==> src/rtl/mtep_pkg.sv <==
// ----------------------------------------------------------------------------
// MIDI track event parser package
// Shared types and constants: parse phases, result kinds, status and meta
// codes, and the event record that travels from the front end to the back end.
// ----------------------------------------------------------------------------
package mtep_pkg;

	localparam int unsigned QUEUE_DEPTH = 4;

	typedef enum logic [3:0] {
		PH_DELTA     = 4'd0,
		PH_STATUS    = 4'd1,
		PH_DATA1     = 4'd2,
		PH_DATA2     = 4'd3,
		PH_DATA_ONE  = 4'd4,
		PH_META_TYPE = 4'd5,
		PH_META_LEN  = 4'd6,
		PH_TEMPO     = 4'd7,
		PH_SKIP      = 4'd8,
		PH_SYSEX_LEN = 4'd9
	} phase_t;

	typedef enum logic [2:0] {
		KIND_NOTE_ON  = 3'd0,
		KIND_NOTE_OFF = 3'd1,
		KIND_CHAN3    = 3'd2,
		KIND_CHAN2    = 3'd3,
		KIND_TEMPO    = 3'd4,
		KIND_END      = 3'd5,
		KIND_TRUNC    = 3'd6
	} kind_t;

	// Upper nibble of a channel status byte.
	localparam logic [3:0] CMD_NOTE_OFF = 4'h8;
	localparam logic [3:0] CMD_NOTE_ON  = 4'h9;
	localparam logic [3:0] CMD_PROGRAM  = 4'hC;
	localparam logic [3:0] CMD_PRESSURE = 4'hD;

	// System status bytes.
	localparam logic [7:0] ST_SYSEX     = 8'hF0;
	localparam logic [7:0] ST_SONG_POS  = 8'hF2;
	localparam logic [7:0] ST_SONG_SEL  = 8'hF3;
	localparam logic [7:0] ST_SYSEX_ESC = 8'hF7;
	localparam logic [7:0] ST_META      = 8'hFF;

	// Meta event types.
	localparam logic [7:0] META_SEQ_NUM = 8'h00;
	localparam logic [7:0] META_CHAN    = 8'h20;
	localparam logic [7:0] META_PORT    = 8'h21;
	localparam logic [7:0] META_EOT     = 8'h2F;
	localparam logic [7:0] META_TEMPO   = 8'h51;
	localparam logic [7:0] META_SMPTE   = 8'h54;
	localparam logic [7:0] META_TIMESIG = 8'h58;
	localparam logic [7:0] META_KEYSIG  = 8'h59;

	// Everything one input byte produces: an optional event and an optional
	// truncated-end marker that follows it.
	typedef struct packed {
		logic        has_prim;
		logic        has_trunc;
		kind_t       kind;
		logic [7:0]  status;
		logic [6:0]  first_data;
		logic [6:0]  second_data;
		logic [19:0] track_channel;
		logic [63:0] tick;
		logic [23:0] tempo;
		logic [31:0] notes;
	} rec_t;

endpackage

==> src/rtl/mtep_if.sv <==
// ----------------------------------------------------------------------------
// MIDI track event parser channels
// Valid/ready channels for the incoming track bytes and the outgoing events.
// ----------------------------------------------------------------------------
interface mtep_in_if;
	logic       valid;
	logic       ready;
	logic [7:0] data_byte;
	logic       track_start;
	logic       track_last;

	modport source (output valid, data_byte, track_start, track_last, input ready);
	modport sink (input valid, data_byte, track_start, track_last, output ready);
endinterface

interface mtep_out_if;
	logic        valid;
	logic        ready;
	logic [2:0]  kind;
	logic [7:0]  status_out;
	logic [6:0]  first_data;
	logic [6:0]  second_data;
	logic [19:0] track_channel;
	logic [63:0] event_tick;
	logic [23:0] tempo_value;
	logic [31:0] notes_seen;
	logic        last_of_run;

	modport source (output valid, kind, status_out, first_data, second_data,
		track_channel, event_tick, tempo_value, notes_seen, last_of_run,
		input ready);
	modport sink (input valid, kind, status_out, first_data, second_data,
		track_channel, event_tick, tempo_value, notes_seen, last_of_run,
		output ready);
endinterface

==> src/rtl/mtep_front.sv <==
// ----------------------------------------------------------------------------
// MIDI track event parser front end
// Byte-level parse state machine: delta times, running status, channel
// messages, meta and sysex handling. Builds one event record per byte.
// ----------------------------------------------------------------------------
module mtep_front (
	input  logic                 clk,
	input  logic                 arst_n,
	input  logic                 cfg_wen,
	input  logic [15:0]          cfg_wdata,
	input  logic                 accept,
	input  logic [7:0]           data_byte,
	input  logic                 track_start,
	input  logic                 track_last,
	output logic                 push,
	output mtep_pkg::rec_t       rec
);
	import mtep_pkg::*;

	phase_t      phase_q, cur_phase, nxt_phase;
	logic [7:0]  rstat_q, cur_rstat, nxt_rstat;
	logic [31:0] vacc_q, cur_vacc, nxt_vacc;
	logic [63:0] tick_q, cur_tick, nxt_tick;
	logic [31:0] skip_q, cur_skip, nxt_skip;
	logic [7:0]  meta_q, cur_meta, nxt_meta;
	logic [7:0]  held_q, cur_held, nxt_held;
	logic [23:0] tempo_q, cur_tempo, nxt_tempo;
	logic        done_q, cur_done, nxt_done;
	logic [31:0] notes_q, cur_notes, nxt_notes;
	logic [15:0] track_index_q;

	logic [31:0] vl_val;
	logic        vl_end;
	logic [3:0]  cmd;
	logic [3:0]  ch;
	logic [31:0] tick_add;
	logic        do_chan;
	logic        do_skip;
	logic [31:0] skip_val;
	logic        one_data;

	always_comb begin
		cur_phase = track_start ? PH_DELTA : phase_q;
		cur_rstat = track_start ? '0 : rstat_q;
		cur_vacc  = track_start ? '0 : vacc_q;
		cur_tick  = track_start ? '0 : tick_q;
		cur_skip  = track_start ? '0 : skip_q;
		cur_meta  = track_start ? '0 : meta_q;
		cur_held  = track_start ? '0 : held_q;
		cur_tempo = track_start ? '0 : tempo_q;
		cur_done  = track_start ? 1'b0 : done_q;
		cur_notes = track_start ? '0 : notes_q;

		nxt_phase = cur_phase;
		nxt_rstat = cur_rstat;
		nxt_vacc  = cur_vacc;
		nxt_skip  = cur_skip;
		nxt_meta  = cur_meta;
		nxt_held  = cur_held;
		nxt_tempo = cur_tempo;
		nxt_done  = cur_done;
		nxt_notes = cur_notes;

		vl_val   = {cur_vacc[24:0], data_byte[6:0]};
		vl_end   = !data_byte[7];
		cmd      = cur_rstat[7:4];
		ch       = cur_rstat[3:0];
		one_data = (cmd == CMD_PROGRAM) || (cmd == CMD_PRESSURE);
		tick_add = '0;
		do_chan  = 1'b0;
		do_skip  = 1'b0;
		skip_val = '0;

		rec               = '0;
		rec.kind          = KIND_NOTE_ON;

		if (!cur_done) begin
			unique case (cur_phase)
				PH_DELTA: begin
					if (vl_end) begin
						tick_add  = vl_val;
						nxt_vacc  = '0;
						nxt_phase = PH_STATUS;
					end else begin
						nxt_vacc = vl_val;
					end
				end
				PH_STATUS: begin
					if (!data_byte[7]) begin
						// A data byte with no running status counts as a short delta.
						if (!cur_rstat[7]) begin
							tick_add = {24'd0, data_byte};
						end else begin
							do_chan = 1'b1;
						end
					end else if (data_byte >= ST_SYSEX) begin
						nxt_rstat = '0;
						if (data_byte == ST_META) begin
							nxt_phase = PH_META_TYPE;
						end else if (data_byte == ST_SYSEX || data_byte == ST_SYSEX_ESC) begin
							nxt_vacc  = '0;
							nxt_phase = PH_SYSEX_LEN;
						end else if (data_byte == ST_SONG_POS) begin
							do_skip  = 1'b1;
							skip_val = 32'd2;
						end else if (data_byte == ST_SONG_SEL) begin
							do_skip  = 1'b1;
							skip_val = 32'd1;
						end else begin
							nxt_phase = PH_DELTA;
						end
					end else begin
						nxt_rstat = data_byte;
						nxt_phase = ((data_byte[7:4] == CMD_PROGRAM)
							|| (data_byte[7:4] == CMD_PRESSURE)) ? PH_DATA_ONE : PH_DATA1;
					end
				end
				PH_DATA1, PH_DATA_ONE: begin
					do_chan = 1'b1;
				end
				PH_DATA2: begin
					rec.has_prim    = 1'b1;
					rec.first_data  = cur_held[6:0];
					rec.second_data = data_byte[6:0];
					rec.status      = cur_rstat;
					if (cmd == CMD_NOTE_OFF || (cmd == CMD_NOTE_ON && data_byte == 8'd0)) begin
						rec.kind          = KIND_NOTE_OFF;
						rec.status        = {CMD_NOTE_OFF, ch};
						rec.track_channel = {track_index_q, ch};
					end else if (cmd == CMD_NOTE_ON) begin
						rec.kind          = KIND_NOTE_ON;
						rec.track_channel = {track_index_q, ch};
						nxt_notes         = cur_notes + 32'd1;
					end else begin
						rec.kind = KIND_CHAN3;
					end
					nxt_phase = PH_DELTA;
				end
				PH_META_TYPE: begin
					nxt_meta  = data_byte;
					nxt_vacc  = '0;
					nxt_phase = PH_META_LEN;
				end
				PH_META_LEN: begin
					if (!vl_end) begin
						nxt_vacc = vl_val;
					end else begin
						nxt_vacc = '0;
						unique case (cur_meta) inside
							META_EOT: begin
								rec.has_prim   = 1'b1;
								rec.kind       = KIND_END;
								rec.status     = ST_META;
								rec.first_data = META_EOT[6:0];
								nxt_done       = 1'b1;
								nxt_phase      = PH_DELTA;
							end
							META_TEMPO: begin
								nxt_tempo = '0;
								nxt_skip  = 32'd3;
								nxt_phase = PH_TEMPO;
							end
							META_SEQ_NUM, META_KEYSIG: begin
								do_skip  = 1'b1;
								skip_val = 32'd2;
							end
							META_CHAN, META_PORT: begin
								do_skip  = 1'b1;
								skip_val = 32'd1;
							end
							META_SMPTE: begin
								do_skip  = 1'b1;
								skip_val = 32'd5;
							end
							META_TIMESIG: begin
								do_skip  = 1'b1;
								skip_val = 32'd4;
							end
							default: begin
								do_skip  = 1'b1;
								skip_val = vl_val;
							end
						endcase
					end
				end
				PH_TEMPO: begin
					nxt_tempo = {cur_tempo[15:0], data_byte};
					nxt_skip  = cur_skip - 32'd1;
					if (cur_skip == 32'd1) begin
						rec.has_prim   = 1'b1;
						rec.kind       = KIND_TEMPO;
						rec.status     = ST_META;
						rec.first_data = META_TEMPO[6:0];
						rec.tempo      = {cur_tempo[15:0], data_byte};
						nxt_phase      = PH_DELTA;
					end
				end
				PH_SKIP: begin
					nxt_skip = cur_skip - 32'd1;
					if (cur_skip == 32'd1) begin
						nxt_phase = PH_DELTA;
					end
				end
				PH_SYSEX_LEN: begin
					if (vl_end) begin
						nxt_vacc = '0;
						do_skip  = 1'b1;
						skip_val = vl_val;
					end else begin
						nxt_vacc = vl_val;
					end
				end
				default: begin
					nxt_phase = PH_DELTA;
				end
			endcase
		end

		// First or only data byte of a channel message.
		if (do_chan) begin
			if (one_data) begin
				rec.has_prim   = 1'b1;
				rec.kind       = KIND_CHAN2;
				rec.status     = cur_rstat;
				rec.first_data = data_byte[6:0];
				nxt_phase      = PH_DELTA;
			end else begin
				nxt_held  = data_byte;
				nxt_phase = PH_DATA2;
			end
		end

		if (do_skip) begin
			nxt_skip  = skip_val;
			nxt_phase = (skip_val != 32'd0) ? PH_SKIP : PH_DELTA;
		end

		nxt_tick = cur_tick + {32'd0, tick_add};

		if (track_last && !nxt_done) begin
			rec.has_trunc = 1'b1;
			nxt_done      = 1'b1;
		end

		rec.tick  = nxt_tick;
		rec.notes = nxt_notes;
		push      = accept && (rec.has_prim || rec.has_trunc);
	end

	always_ff @(posedge clk or negedge arst_n) begin
		if (!arst_n) begin
			phase_q       <= PH_DELTA;
			rstat_q       <= '0;
			vacc_q        <= '0;
			tick_q        <= '0;
			skip_q        <= '0;
			meta_q        <= '0;
			held_q        <= '0;
			tempo_q       <= '0;
			done_q        <= 1'b0;
			notes_q       <= '0;
			track_index_q <= '0;
		end else begin
			if (cfg_wen) begin
				track_index_q <= cfg_wdata;
			end
			if (accept) begin
				phase_q <= nxt_phase;
				rstat_q <= nxt_rstat;
				vacc_q  <= nxt_vacc;
				tick_q  <= nxt_tick;
				skip_q  <= nxt_skip;
				meta_q  <= nxt_meta;
				held_q  <= nxt_held;
				tempo_q <= nxt_tempo;
				done_q  <= nxt_done;
				notes_q <= nxt_notes;
			end
		end
	end

	// Once a track has ended, only a new track start may reopen it.
	a_done_sticky: assert property (@(posedge clk) disable iff (!arst_n)
		done_q && !(accept && track_start) |=> done_q)
		else $error("track end flag dropped without a track start");

	// A finished track produces no further results until restarted.
	a_no_result_after_done: assert property (@(posedge clk) disable iff (!arst_n)
		done_q && !track_start |-> !push)
		else $error("result produced after end of track");

	// Note count only moves by one, and only on a note on result.
	a_note_count: assert property (@(posedge clk) disable iff (!arst_n)
		accept && !track_start && (nxt_notes != notes_q) |->
		(rec.has_prim && rec.kind == KIND_NOTE_ON && nxt_notes == notes_q + 32'd1))
		else $error("note count changed without a note on");

endmodule

==> src/rtl/mtep_queue.sv <==
// ----------------------------------------------------------------------------
// MIDI track event parser record queue
// Small first-in first-out buffer of event records between front and back.
// ----------------------------------------------------------------------------
module mtep_queue #(
	parameter int unsigned DEPTH = mtep_pkg::QUEUE_DEPTH
) (
	input  logic           clk,
	input  logic           arst_n,
	input  logic           push,
	input  mtep_pkg::rec_t push_rec,
	input  logic           pop,
	output logic           not_empty,
	output logic           full,
	output mtep_pkg::rec_t head_rec
);
	import mtep_pkg::*;

	localparam int unsigned PTR_W = (DEPTH > 1) ? $clog2(DEPTH) : 1;
	localparam int unsigned CNT_W = $clog2(DEPTH + 1);

	rec_t             mem_q [DEPTH];
	logic [PTR_W-1:0] wr_q;
	logic [PTR_W-1:0] rd_q;
	logic [CNT_W-1:0] count_q;

	assign not_empty = (count_q != '0);
	assign full      = (count_q == CNT_W'(DEPTH));
	assign head_rec  = mem_q[rd_q];

	always_ff @(posedge clk) begin
		if (push) begin
			mem_q[wr_q] <= push_rec;
		end
	end

	always_ff @(posedge clk or negedge arst_n) begin
		if (!arst_n) begin
			wr_q    <= '0;
			rd_q    <= '0;
			count_q <= '0;
		end else begin
			if (push) begin
				wr_q <= (wr_q == PTR_W'(DEPTH - 1)) ? '0 : wr_q + PTR_W'(1);
			end
			if (pop) begin
				rd_q <= (rd_q == PTR_W'(DEPTH - 1)) ? '0 : rd_q + PTR_W'(1);
			end
			if (push && !pop) begin
				count_q <= count_q + CNT_W'(1);
			end else if (pop && !push) begin
				count_q <= count_q - CNT_W'(1);
			end
		end
	end

	a_no_overflow: assert property (@(posedge clk) disable iff (!arst_n)
		push && !pop |-> !full)
		else $error("record queue overflow");

	a_no_underflow: assert property (@(posedge clk) disable iff (!arst_n)
		pop |-> not_empty)
		else $error("record queue underflow");

endmodule

==> src/rtl/mtep_back.sv <==
// ----------------------------------------------------------------------------
// MIDI track event parser back end
// Unpacks each record into one or two events and holds them in the output
// register until the consumer takes them.
// ----------------------------------------------------------------------------
module mtep_back (
	input  logic              clk,
	input  logic              arst_n,
	input  logic              rec_valid,
	input  mtep_pkg::rec_t    rec,
	output logic              pop,
	mtep_out_if.source        events
);
	import mtep_pkg::*;

	logic        out_valid_q;
	logic        pend_q;
	kind_t       kind_q;
	logic [7:0]  status_q;
	logic [6:0]  d1_q;
	logic [6:0]  d2_q;
	logic [19:0] chan_q;
	logic [63:0] tick_q;
	logic [23:0] tempo_q;
	logic [31:0] notes_q;
	logic        last_q;

	logic slot_free;
	logic load_trunc;

	assign slot_free  = !out_valid_q || events.ready;
	assign load_trunc = slot_free && out_valid_q && pend_q;
	assign pop        = slot_free && !(out_valid_q && pend_q) && rec_valid;

	always_ff @(posedge clk or negedge arst_n) begin
		if (!arst_n) begin
			out_valid_q <= 1'b0;
			pend_q      <= 1'b0;
		end else if (slot_free) begin
			if (load_trunc) begin
				out_valid_q <= 1'b1;
				pend_q      <= 1'b0;
			end else begin
				out_valid_q <= rec_valid;
				pend_q      <= rec_valid && rec.has_prim && rec.has_trunc;
			end
		end
	end

	always_ff @(posedge clk) begin
		if (load_trunc || (pop && !rec.has_prim)) begin
			// Truncated marker: only tick and note count carry information.
			kind_q   <= KIND_TRUNC;
			status_q <= '0;
			d1_q     <= '0;
			d2_q     <= '0;
			chan_q   <= '0;
			tempo_q  <= '0;
			last_q   <= 1'b1;
		end else if (pop) begin
			kind_q   <= rec.kind;
			status_q <= rec.status;
			d1_q     <= rec.first_data;
			d2_q     <= rec.second_data;
			chan_q   <= rec.track_channel;
			tempo_q  <= rec.tempo;
			last_q   <= !rec.has_trunc;
		end
		if (pop) begin
			tick_q  <= rec.tick;
			notes_q <= rec.notes;
		end
	end

	assign events.valid         = out_valid_q;
	assign events.kind          = kind_q;
	assign events.status_out    = status_q;
	assign events.first_data    = d1_q;
	assign events.second_data   = d2_q;
	assign events.track_channel = chan_q;
	assign events.event_tick    = tick_q;
	assign events.tempo_value   = tempo_q;
	assign events.notes_seen    = notes_q;
	assign events.last_of_run   = last_q;

	// An event with a pending truncated marker is followed directly by it.
	a_trunc_follows: assert property (@(posedge clk) disable iff (!arst_n)
		events.valid && events.ready && pend_q |=>
		events.valid && events.kind == KIND_TRUNC && events.last_of_run)
		else $error("truncated marker did not follow its event");

	// A result that is not the last of its byte always has a follower pending.
	a_not_last_pending: assert property (@(posedge clk) disable iff (!arst_n)
		events.valid && !events.last_of_run |-> pend_q)
		else $error("non-final result without a pending follower");

endmodule

==> src/rtl/midi_track_event_parser.sv <==
// Data path: the record of a transferred byte enters the queue at the transfer edge and moves into
// the output register once the back end has a free output slot.
// Throughput: one byte per cycle while the queue has room; a byte that yields an event and a
// truncated marker gives two output transfers, the marker after the event.
// Reset (arst_n low, asynchronous) clears parse state, counters, track index, queue and output.
// ----------------------------------------------------------------------------
// MIDI track event parser
// Parses the bytes of one track chunk into timed note, channel, tempo and
// end-of-track events, with running status and a 64-bit running tick count.
// ----------------------------------------------------------------------------
module midi_track_event_parser #(
	parameter int unsigned QUEUE_DEPTH = mtep_pkg::QUEUE_DEPTH
) (
	input  logic        clk,
	input  logic        arst_n,
	input  logic        cfg_wen,
	input  logic [15:0] cfg_wdata,
	mtep_in_if.sink     bytes,
	mtep_out_if.source  events
);
	import mtep_pkg::*;

	// The front end decodes one byte per transfer. Its state moves only on an
	// accepted byte, and it pushes a record into the queue when the byte
	// produced an event, a truncated marker, or both.
	logic accept;
	logic push;
	rec_t push_rec;

	// Queue status and head record seen by the back end.
	logic q_not_empty;
	logic q_full;
	logic q_pop;
	rec_t head_rec;

	// A byte is taken whenever the queue has room, regardless of whether the
	// output side is stalled; the queue absorbs short output stalls.
	assign bytes.ready = !q_full;
	assign accept      = bytes.valid && bytes.ready;

	mtep_front u_front (
		.clk         (clk),
		.arst_n      (arst_n),
		.cfg_wen     (cfg_wen),
		.cfg_wdata   (cfg_wdata),
		.accept      (accept),
		.data_byte   (bytes.data_byte),
		.track_start (bytes.track_start),
		.track_last  (bytes.track_last),
		.push        (push),
		.rec         (push_rec)
	);

	mtep_queue #(
		.DEPTH (QUEUE_DEPTH)
	) u_queue (
		.clk       (clk),
		.arst_n    (arst_n),
		.push      (push),
		.push_rec  (push_rec),
		.pop       (q_pop),
		.not_empty (q_not_empty),
		.full      (q_full),
		.head_rec  (head_rec)
	);

	// The back end turns each record into one or two output transfers, the
	// truncated marker always coming after the event of the same byte.
	mtep_back u_back (
		.clk       (clk),
		.arst_n    (arst_n),
		.rec_valid (q_not_empty),
		.rec       (head_rec),
		.pop       (q_pop),
		.events    (events)
	);

endmodule

==> src/flat_wrapper.sv <==
// flat-port wrapper written by rule: the top's interface ports become plain ports
module midi_track_event_parser_flat import mtep_pkg::*;
#(
	parameter int unsigned QUEUE_DEPTH = mtep_pkg::QUEUE_DEPTH
)
  (clk, arst_n, cfg_wen, cfg_wdata, bytes_valid, bytes_data_byte, bytes_track_start, bytes_track_last, bytes_ready, events_valid, events_kind, events_status_out, events_first_data, events_second_data, events_track_channel, events_event_tick, events_tempo_value, events_notes_seen, events_last_of_run, events_ready);
  mtep_in_if bytes_i ();
  mtep_out_if events_i ();
  input  logic clk;
  input  logic arst_n;
  input  logic cfg_wen;
  input  logic [15:0] cfg_wdata;
  input wire logic [$bits(bytes_i.valid)-1:0] bytes_valid;
  input wire logic [$bits(bytes_i.data_byte)-1:0] bytes_data_byte;
  input wire logic [$bits(bytes_i.track_start)-1:0] bytes_track_start;
  input wire logic [$bits(bytes_i.track_last)-1:0] bytes_track_last;
  output wire logic [$bits(bytes_i.ready)-1:0] bytes_ready;
  output wire logic [$bits(events_i.valid)-1:0] events_valid;
  output wire logic [$bits(events_i.kind)-1:0] events_kind;
  output wire logic [$bits(events_i.status_out)-1:0] events_status_out;
  output wire logic [$bits(events_i.first_data)-1:0] events_first_data;
  output wire logic [$bits(events_i.second_data)-1:0] events_second_data;
  output wire logic [$bits(events_i.track_channel)-1:0] events_track_channel;
  output wire logic [$bits(events_i.event_tick)-1:0] events_event_tick;
  output wire logic [$bits(events_i.tempo_value)-1:0] events_tempo_value;
  output wire logic [$bits(events_i.notes_seen)-1:0] events_notes_seen;
  output wire logic [$bits(events_i.last_of_run)-1:0] events_last_of_run;
  input wire logic [$bits(events_i.ready)-1:0] events_ready;
  assign bytes_i.valid = bytes_valid;
  assign bytes_i.data_byte = bytes_data_byte;
  assign bytes_i.track_start = bytes_track_start;
  assign bytes_i.track_last = bytes_track_last;
  assign bytes_ready = bytes_i.ready;
  assign events_valid = events_i.valid;
  assign events_kind = events_i.kind;
  assign events_status_out = events_i.status_out;
  assign events_first_data = events_i.first_data;
  assign events_second_data = events_i.second_data;
  assign events_track_channel = events_i.track_channel;
  assign events_event_tick = events_i.event_tick;
  assign events_tempo_value = events_i.tempo_value;
  assign events_notes_seen = events_i.notes_seen;
  assign events_last_of_run = events_i.last_of_run;
  assign events_i.ready = events_ready;
  midi_track_event_parser #(.QUEUE_DEPTH(QUEUE_DEPTH)) u_core (.clk(clk), .arst_n(arst_n), .cfg_wen(cfg_wen), .cfg_wdata(cfg_wdata), .bytes(bytes_i), .events(events_i));
endmodule
==> config.mk <==
export PLATFORM = sky130hd
export DESIGN_NAME = midi_track_event_parser_flat
export DESIGN_NICKNAME = d
export VERILOG_FILES = /design/src/rtl/mtep_pkg.sv /design/src/rtl/mtep_if.sv /design/src/rtl/mtep_front.sv /design/src/rtl/mtep_queue.sv /design/src/rtl/mtep_back.sv /design/src/rtl/midi_track_event_parser.sv /design/src/flat_wrapper.sv
export SDC_FILE = /design/constraint.sdc
export NUM_CORES = 2
export LEC_CHECK = 0
export BUFFER_PORTS_ARGS = -buffer_cell sky130_fd_sc_hd__clkbuf_2
export CORE_MARGIN = 4
export CORE_UTILIZATION = 66
export CTS_BUF_LIST = sky130_fd_sc_hd__clkbuf_4 sky130_fd_sc_hd__clkbuf_8 sky130_fd_sc_hd__clkbuf_16
export CTS_CLUSTER_SIZE = 25
export DETAILED_ROUTE_END_ITERATION = 8
export PLACE_DENSITY = 0.93
export SETUP_SLACK_MARGIN = 0.15
export SLEW_MARGIN = 40
export SYNTH_ARGS = -nofsm -noshare
export SYNTH_HDL_FRONTEND = slang
export SYNTH_SLANG_ARGS = --single-unit
==> constraint.sdc <==
create_clock -name clk -period 18.2 [get_ports clk]
set_input_delay 2.73 -clock clk [delete_from_list [all_inputs] [get_ports clk]]
set_output_delay 2.73 -clock clk [all_outputs]
set_load 0.05 [all_outputs]
== Word level (Yosys, flattened, before mapping) ==
Memory sizes are Yosys's and may differ from the RTL's.
Index checks and enable logic that the tools add are counted.
Word-level totals
  bits in registers: 404
  bits in latches: 0
  memory bits (writable): 668
  memory bits (read-only): 0
  bits of input ports: 31
  output and inout bits: 168
  word-level logic and storage cells: 227
  memories kept: 1
Cells by class
  $add $sub $neg: 7
  multipliers: 0
  div/mod/pow operators: 0
  order comparisons: 1
  eq/ne operators: 31
  shift operators: 0
  muxes and demuxes: 120
  bitwise logic cells: 0
  reduce and logical (&&, ||, !) cells: 42
Memory list
  u_core.u_queue.mem_q: words 4, bits a word 167, read ports 1, clocked after Yosys merged registers in 0, wr ports 1, line mtep_queue.sv:22  | rec_t mem_q [DEPTH];
Operator list (count)
  32-bit two-way mux: 21
  32-bit case mux with 3 select lines: 2
  24-bit two-way mux: 7
  32-bit case mux with 5 select lines: 1
  32-bit case mux with 2 select lines: 2
  8-bit two-way mux: 12
  18-bit two-way mux: 5
  64-bit by 32-bit adder with 64-bit output: 1
  64-bit two-way mux: 1
  4-bit two-way mux: 14
  18-bit case mux with 3 select lines: 1
  24-bit case mux with 2 select lines: 1
  45-bit two-way mux: 1
  8-bit equality test, second input constant: 5
  20-bit two-way mux: 2
  32-bit by 1-bit adder with 32-bit output, second input constant: 1
  32-bit by 1-bit equality test with 1-bit output, second input constant: 1
  4-bit equality test, second input constant: 8
  8-bit by 7-bit equality test with 1-bit output, second input constant: 4
  32-bit nonzero test: 1
  32-bit by 1-bit subtractor with 32-bit output, second input constant: 1
  1-bit two-way mux: 29
  27-bit two-way mux: 1
  8-bit by 6-bit equality test with 1-bit output, second input constant: 3
  25 further kinds: 76

== Depth between registers and ports, before layout ==
  depth in word-level cells: 15
  mapped depth: 23
  mapped depth without buffers: 15

== Cells and area by module ==
A second synthesis with hierarchy kept.
Second synthesis, totals
  cells, all modules: 3170
  area total of the unflattened synthesis: 45492.4 um^2
Modules (own cells, without submodules)
  mtep_queue: times used 1, cells each 910, area an instance 24506.0 um^2, seq. area each 20234.4 um^2
  mtep_front: times used 1, cells each 1825, area an instance 15110.7 um^2, seq. area each 5330.1 um^2
  mtep_back: times used 1, cells each 433, area an instance 5865.6 um^2, seq. area each 4334.2 um^2
  midi_track_event_parser: times used 1, cells each 2, area an instance 10.0 um^2, seq. area each 0.0 um^2

== Least setup slack after synthesis ==
Ideal clock, no wire load.
  path type: input-to-reg
  start: in bytes_track_start
  end: mem u_core.u_queue.mem_q[0][0] in the netlist's numbering (enable)
  library setup time: 0.547 ns
  arrival time: 9.041 ns
  required time: 17.653 ns
  setup slack: 8.611 ns
  stages on the path: 17
  path buffers: 8
  cells stage by stage: buf_6 -> buf_6 -> buf_2 -> buf_2 -> buf_2 -> buf_2 -> buf_2 -> nor2b_1 -> ha_1 -> nor3b_1 -> nand4_1 -> nand2_1 -> nand2b_1 -> clkbuf_1 -> inv_1 -> o31a_1 -> and2_1
On the way
  cells in the longest elaborated chain, start to end: 13
  elaborated cells on any way between the ends: 37
  classes of those cells: 10 x eq/ne; 21 x mux; 6 x reduce/logical
RTL lines
  start, declared: line flat_wrapper.sv:15  | input wire logic [$bits(bytes_i.track_start)-1:0] bytes_track_start;
  branches (longest 9 deep; another with 8-bit two-way mux)
  1-bit logical OR (*): line mtep_front.sv:247  | push = accept && (rec.has_prim || rec.has_trunc);
  1-bit logical AND (*): line mtep_front.sv:247
  net u_core.push: line midi_track_event_parser.sv:27  | logic push;
  1-bit two-way mux (*): line mtep_queue.sv:32  | if (push) begin
  1-bit two-way mux (not written as such) (*): line mtep_queue.sv:33  | mem_q[wr_q] <= push_rec;
  end, declared: line mtep_queue.sv:22
Mark *: on every way through the listed nets, which the timed path passes.

==> impl_metrics.ini <==
[logic_synthesis]
synth.yosys.seq_area_share = 0.658
postSynthNetCount = 3364
main_combinational_cell_family_by_area_after_synthesis = simple AND/OR/NAND/NOR gates
synth_compound_area_frac = 0.0832
synth_xor_area_frac = 0.0181
post_synth_fa_ha_maj_area_fraction = 0.0122
synthSimpleGateAreaFrac = 0.116
synth_area_um2 = 45400
ys.warnings.count = 0
synth-seq-cells = 1056
post_synthesis_cell_count = 3290
synth.mux.area_fraction = 0.0937
synthesis.area_per_instance_um2 = 13.8
synth-edff-count = 764
synth_flop_cell = sky130_fd_sc_hd__edfxtp_1
synth_async_sr_flop_share = 0.210
synth_cell_types = 104

[clocking]
cts_inserted_buffers = 101
cts-htree-levels = 3
clkLatencyLatePin_ps = 690
count_of_instances_resized_after_the_clock_tree_is_built = 0
clockRootBuffer = sky130_fd_sc_hd__clkbuf_16
cts_tree = built
clk_pin_slew_ps = 60
clock_net_sink_count = 1056
cts_post_setup_buffers_inserted = 0
clock_path_buffers = 3
ctsHoldBuffers = 0

[route]
mean_routed_wirelength_per_cell_um = 27.6
vias = 31300
detail_route.drc_violations = 1
topRoutingLayerUsed = met5
number_of_iterations_in_the_first_detailed_routing_pass = 9
antenna_left = 0
dr_wl_met3_um = 13800
first_iter_violations = 5335
via_per_inst = 7.11
routedLengthMet1_um = 41100
wirelength_um = 122000
wl_met2_um = 59100

[setup_path]
critical_path.most_common_cell = sky130_fd_sc_hd__a21oi_1
critPathArrivalTime_ps = 7940
cp-start-kind = input pin
maximum_fanout_along_the_worst_path = 49
critPathMaxStageDelay_ps = 700
crit_path_cell_trace = buf_6 > a21oi_1 > inv_1 > nand3_1 > nor2_2 > and2_1 > ha_1 > a21oi_1 > o221ai_1 > a31o_2 > a221o_1 > o211ai_2 > and2_1 > o21ai_0 > a21oi_1
worstSetupPathType = in -> reg
critPathRequiredTime_ps = 18640
cp_slowest_cell = sky130_fd_sc_hd__nor2_2
end_kind = flop

[placed_design]
placed_cells = 4212
buffer_ports.inserted = 198
post-dp-hpwl_um = 71300
gp_congestion = 0.972

[final_layout]
final_common_cell = sky130_fd_sc_hd__edfxtp_1
n_fill_cell = 3637
area_delta_synth_final_pct = 11.9
nets = 3519
layout_cells_sized_above_1 = 0.192
final_core_area_utilization = 0.751
layout.cells.most_common_list = sky130_fd_sc_hd__edfxtp_1, sky130_fd_sc_hd__nand2_1, sky130_fd_sc_hd__dfrtp_1, sky130_fd_sc_hd__clkbuf_2, sky130_fd_sc_hd__nor2_1
finalNonFillerCells = 4406

[die]
die-height_um = 270
fp.dieArea_um2 = 73100
chipWidth_um = 270
rows = 95
floorplan.initialDensity = 0.671
design.portCount = 199
core_area_um2 = 67800

[pwr]
internal_power_w = 0.00499
pwr-share-comb = 0.289
leakagePower_nw = 18.7
share_of_power_burned_in_the_clock_network = 0.288
power.density_cell_area_nw_per_um2 = 152
vdd_ir_drop_max_mv = 0.113
power.switching_w = 0.00272
netSwitchingFraction = 0.353
seqPwrFrac = 0.422

[timing]
unrepaired_setup_endpoints_after_global_routing = false
slew_violations = 0
max_clock_freq_mhz = 133
clock_skew_ps = 37.7
timing.hold.ws_ps = 453
period_share = 0.412
timing.final.hold_violations = 0
worstMarginPinSlew_ps = 947
worst_relative_slew_slack = 0.360
timing.final.crit_period_ps = 7500
setup-tns-final_ps = 0
timing.final.setup_violations = 0

[run]
timing.max_cap.violations = 0

[hold_path]
hold_class = reg -> reg

[global_routing]
grt_util_all_layers = 0.329
global_route.overflow_total = 0
via_count_of_the_first_global_routing_pass = 31000
grt_max_degree = 116
grt_antenna_before_repair = 2
grt_pass1_wl_um = 187000

[run_status]
outcome = complete, but fails checks
violations = design-rule violations
## stage by stage
stage                     power (W)  setup WS (ps)  area (um^2)
final                       0.00771          10700        50900
after global routing        0.00798          10450        50900
after CTS                   0.00769          10670        50800
after detailed placement    0.00546          10230        47200
after global placement      0.00537          10260        47100
after floorplan             0.00486           8610        45400
## synthesized netlist by cell type, types with 6 or more instances
master / count / area share
sky130_fd_sc_hd__mux2_2: 31 / 0.0077
sky130_fd_sc_hd__o21a_1: 12 / 0.0020
sky130_fd_sc_hd__edfxtp_1: 764 / 0.50
sky130_fd_sc_hd__mux2i_1: 15 / 0.0033
sky130_fd_sc_hd__a22o_1: 32 / 0.0062
sky130_fd_sc_hd__o31ai_1: 10 / 0.0017
sky130_fd_sc_hd__mux4_2: 167 / 0.083
sky130_fd_sc_hd__o21ai_1: 7 / 0.00077
sky130_fd_sc_hd__a32oi_1: 7 / 0.0013
sky130_fd_sc_hd__nand2b_1: 8 / 0.0011
sky130_fd_sc_hd__nand4_1: 25 / 0.0034
sky130_fd_sc_hd__a21oi_1: 167 / 0.018
sky130_fd_sc_hd__o41ai_1: 6 / 0.0012
sky130_fd_sc_hd__dfrtp_1: 222 / 0.12
sky130_fd_sc_hd__o21bai_1: 6 / 0.00099
sky130_fd_sc_hd__a211oi_1: 20 / 0.0033
sky130_fd_sc_hd__nor2b_1: 76 / 0.010
sky130_fd_sc_hd__or4_1: 7 / 0.0012
sky130_fd_sc_hd__xnor2_1: 64 / 0.012
sky130_fd_sc_hd__inv_1: 30 / 0.0025
sky130_fd_sc_hd__nand3_1: 43 / 0.0047
sky130_fd_sc_hd__nand3b_1: 6 / 0.00099
sky130_fd_sc_hd__a21o_1: 26 / 0.0043
sky130_fd_sc_hd__o211ai_1: 19 / 0.0031
sky130_fd_sc_hd__xor2_1: 30 / 0.0058
sky130_fd_sc_hd__a21boi_0: 7 / 0.0012
sky130_fd_sc_hd__a31oi_1: 13 / 0.0018
sky130_fd_sc_hd__clkbuf_1: 128 / 0.011
sky130_fd_sc_hd__dfxtp_1: 70 / 0.031
sky130_fd_sc_hd__or3_1: 22 / 0.0030
sky130_fd_sc_hd__a22oi_1: 18 / 0.0030
sky130_fd_sc_hd__nor3b_1: 9 / 0.0015
sky130_fd_sc_hd__buf_2: 26 / 0.0029
sky130_fd_sc_hd__and2_1: 86 / 0.012
sky130_fd_sc_hd__o21ai_0: 127 / 0.014
sky130_fd_sc_hd__nor4_1: 25 / 0.0034
sky130_fd_sc_hd__nand2_1: 478 / 0.039
sky130_fd_sc_hd__and3_1: 27 / 0.0037
sky130_fd_sc_hd__nor2_1: 175 / 0.014
sky130_fd_sc_hd__nor3_1: 66 / 0.0073
sky130_fd_sc_hd__ha_1: 41 / 0.011
sky130_fd_sc_hd__or2_2: 6 / 0.00083
sky130_fd_sc_hd__buf_1: 25 / 0.0021
sky130_fd_sc_hd__o22ai_1: 9 / 0.0012
sky130_fd_sc_hd__a221o_1: 21 / 0.0046
## state kept, by name (all words and copies together) (netlist names), 16 cells and up
name and count:
u_core.u_back.events.track_channel 20, u_core.u_front.vacc_q 25, u_core.u_front.skip_q 32, u_core.u_back.events.event_tick 64, u_core.u_back.events.notes_seen 32, u_core.u_front.track_index_q 16, u_core.u_back.events.tempo_value 24, u_core.u_front.tick_q 64
u_core.u_queue.mem_q 668, u_core.u_front.tempo_q 16, u_core.u_front.notes_q 32
## cell type report
cell class,instances,area (um^2),share of cell area
clock inverters,50,594,0.0117
well taps,873,1090,0.0215
clock buffers,140,2960,0.0582
inverters,32,125,0.00246
multi-input cells,2020,14800,0.290
diodes,1,2.50,0.0000492
repair buffers,234,1410,0.0278
flip-flops and latches,1056,29900,0.588
## power groups by stage
stage | Sequential, W | Combinational [W] | Clock (W)
after CTS | 0.00327 | 0.00219 | 0.00223
after detailed placement | 0.00330 | 0.00215 | 0
after global placement | 0.00328 | 0.00209 | 0
after floorplan | 0.00376 | 0.00111 | 0
final | 0.00326 | 0.00223 | 0.00222
after global routing | 0.00328 | 0.00235 | 0.00235
## critical path, delay by kind of cell
| family | cells | cell delay (ps) |
|---|---|---|
| adder cells (fa/ha/maj) | 1 | 300 |
| AND/OR/NAND/NOR | 4 | 1940 |
| AO/OA/AOI/OAI | 8 | 2460 |
| buffers and inverters | 2 | 460 |
## routing by layer
layer	GRT usage	vias up
met4	0.166	4
met1	0.424	15300
li1	-	12700
met3	0.0737	647
met2	0.535	2703
met5	0	-
## final timing paths
check,from,to,slack (ps),cells after the start
setup reg to reg,u_core.u_front.phase_q[1],u_core.u_queue.mem_q[0][93],12070,15
hold / removal,u_core.u_back.events.tempo_value[9],u_core.u_back.events.tempo_value[9],450,2
hold reg to reg,u_core.u_back.events.tempo_value[9],u_core.u_back.events.tempo_value[9],450,2
min in group asynchronous,arst_n,u_core.u_front.track_index_q[5],1940,1
setup / recovery,bytes_track_start,u_core.u_queue.mem_q[0][93],10700,15
max in group asynchronous,arst_n,u_core.u_front.skip_q[17],14750,3
## cell families after synthesis
group,count (synthesis)
XOR/XNOR,94
flip-flops,1056
multiplexers,213
adder cells (fa/ha/maj),43
AND/OR/NAND/NOR,1097
buffers and inverters,214
AO/OA/AOI/OAI,573
Note: power is estimated with default switching activity, not from simulation.
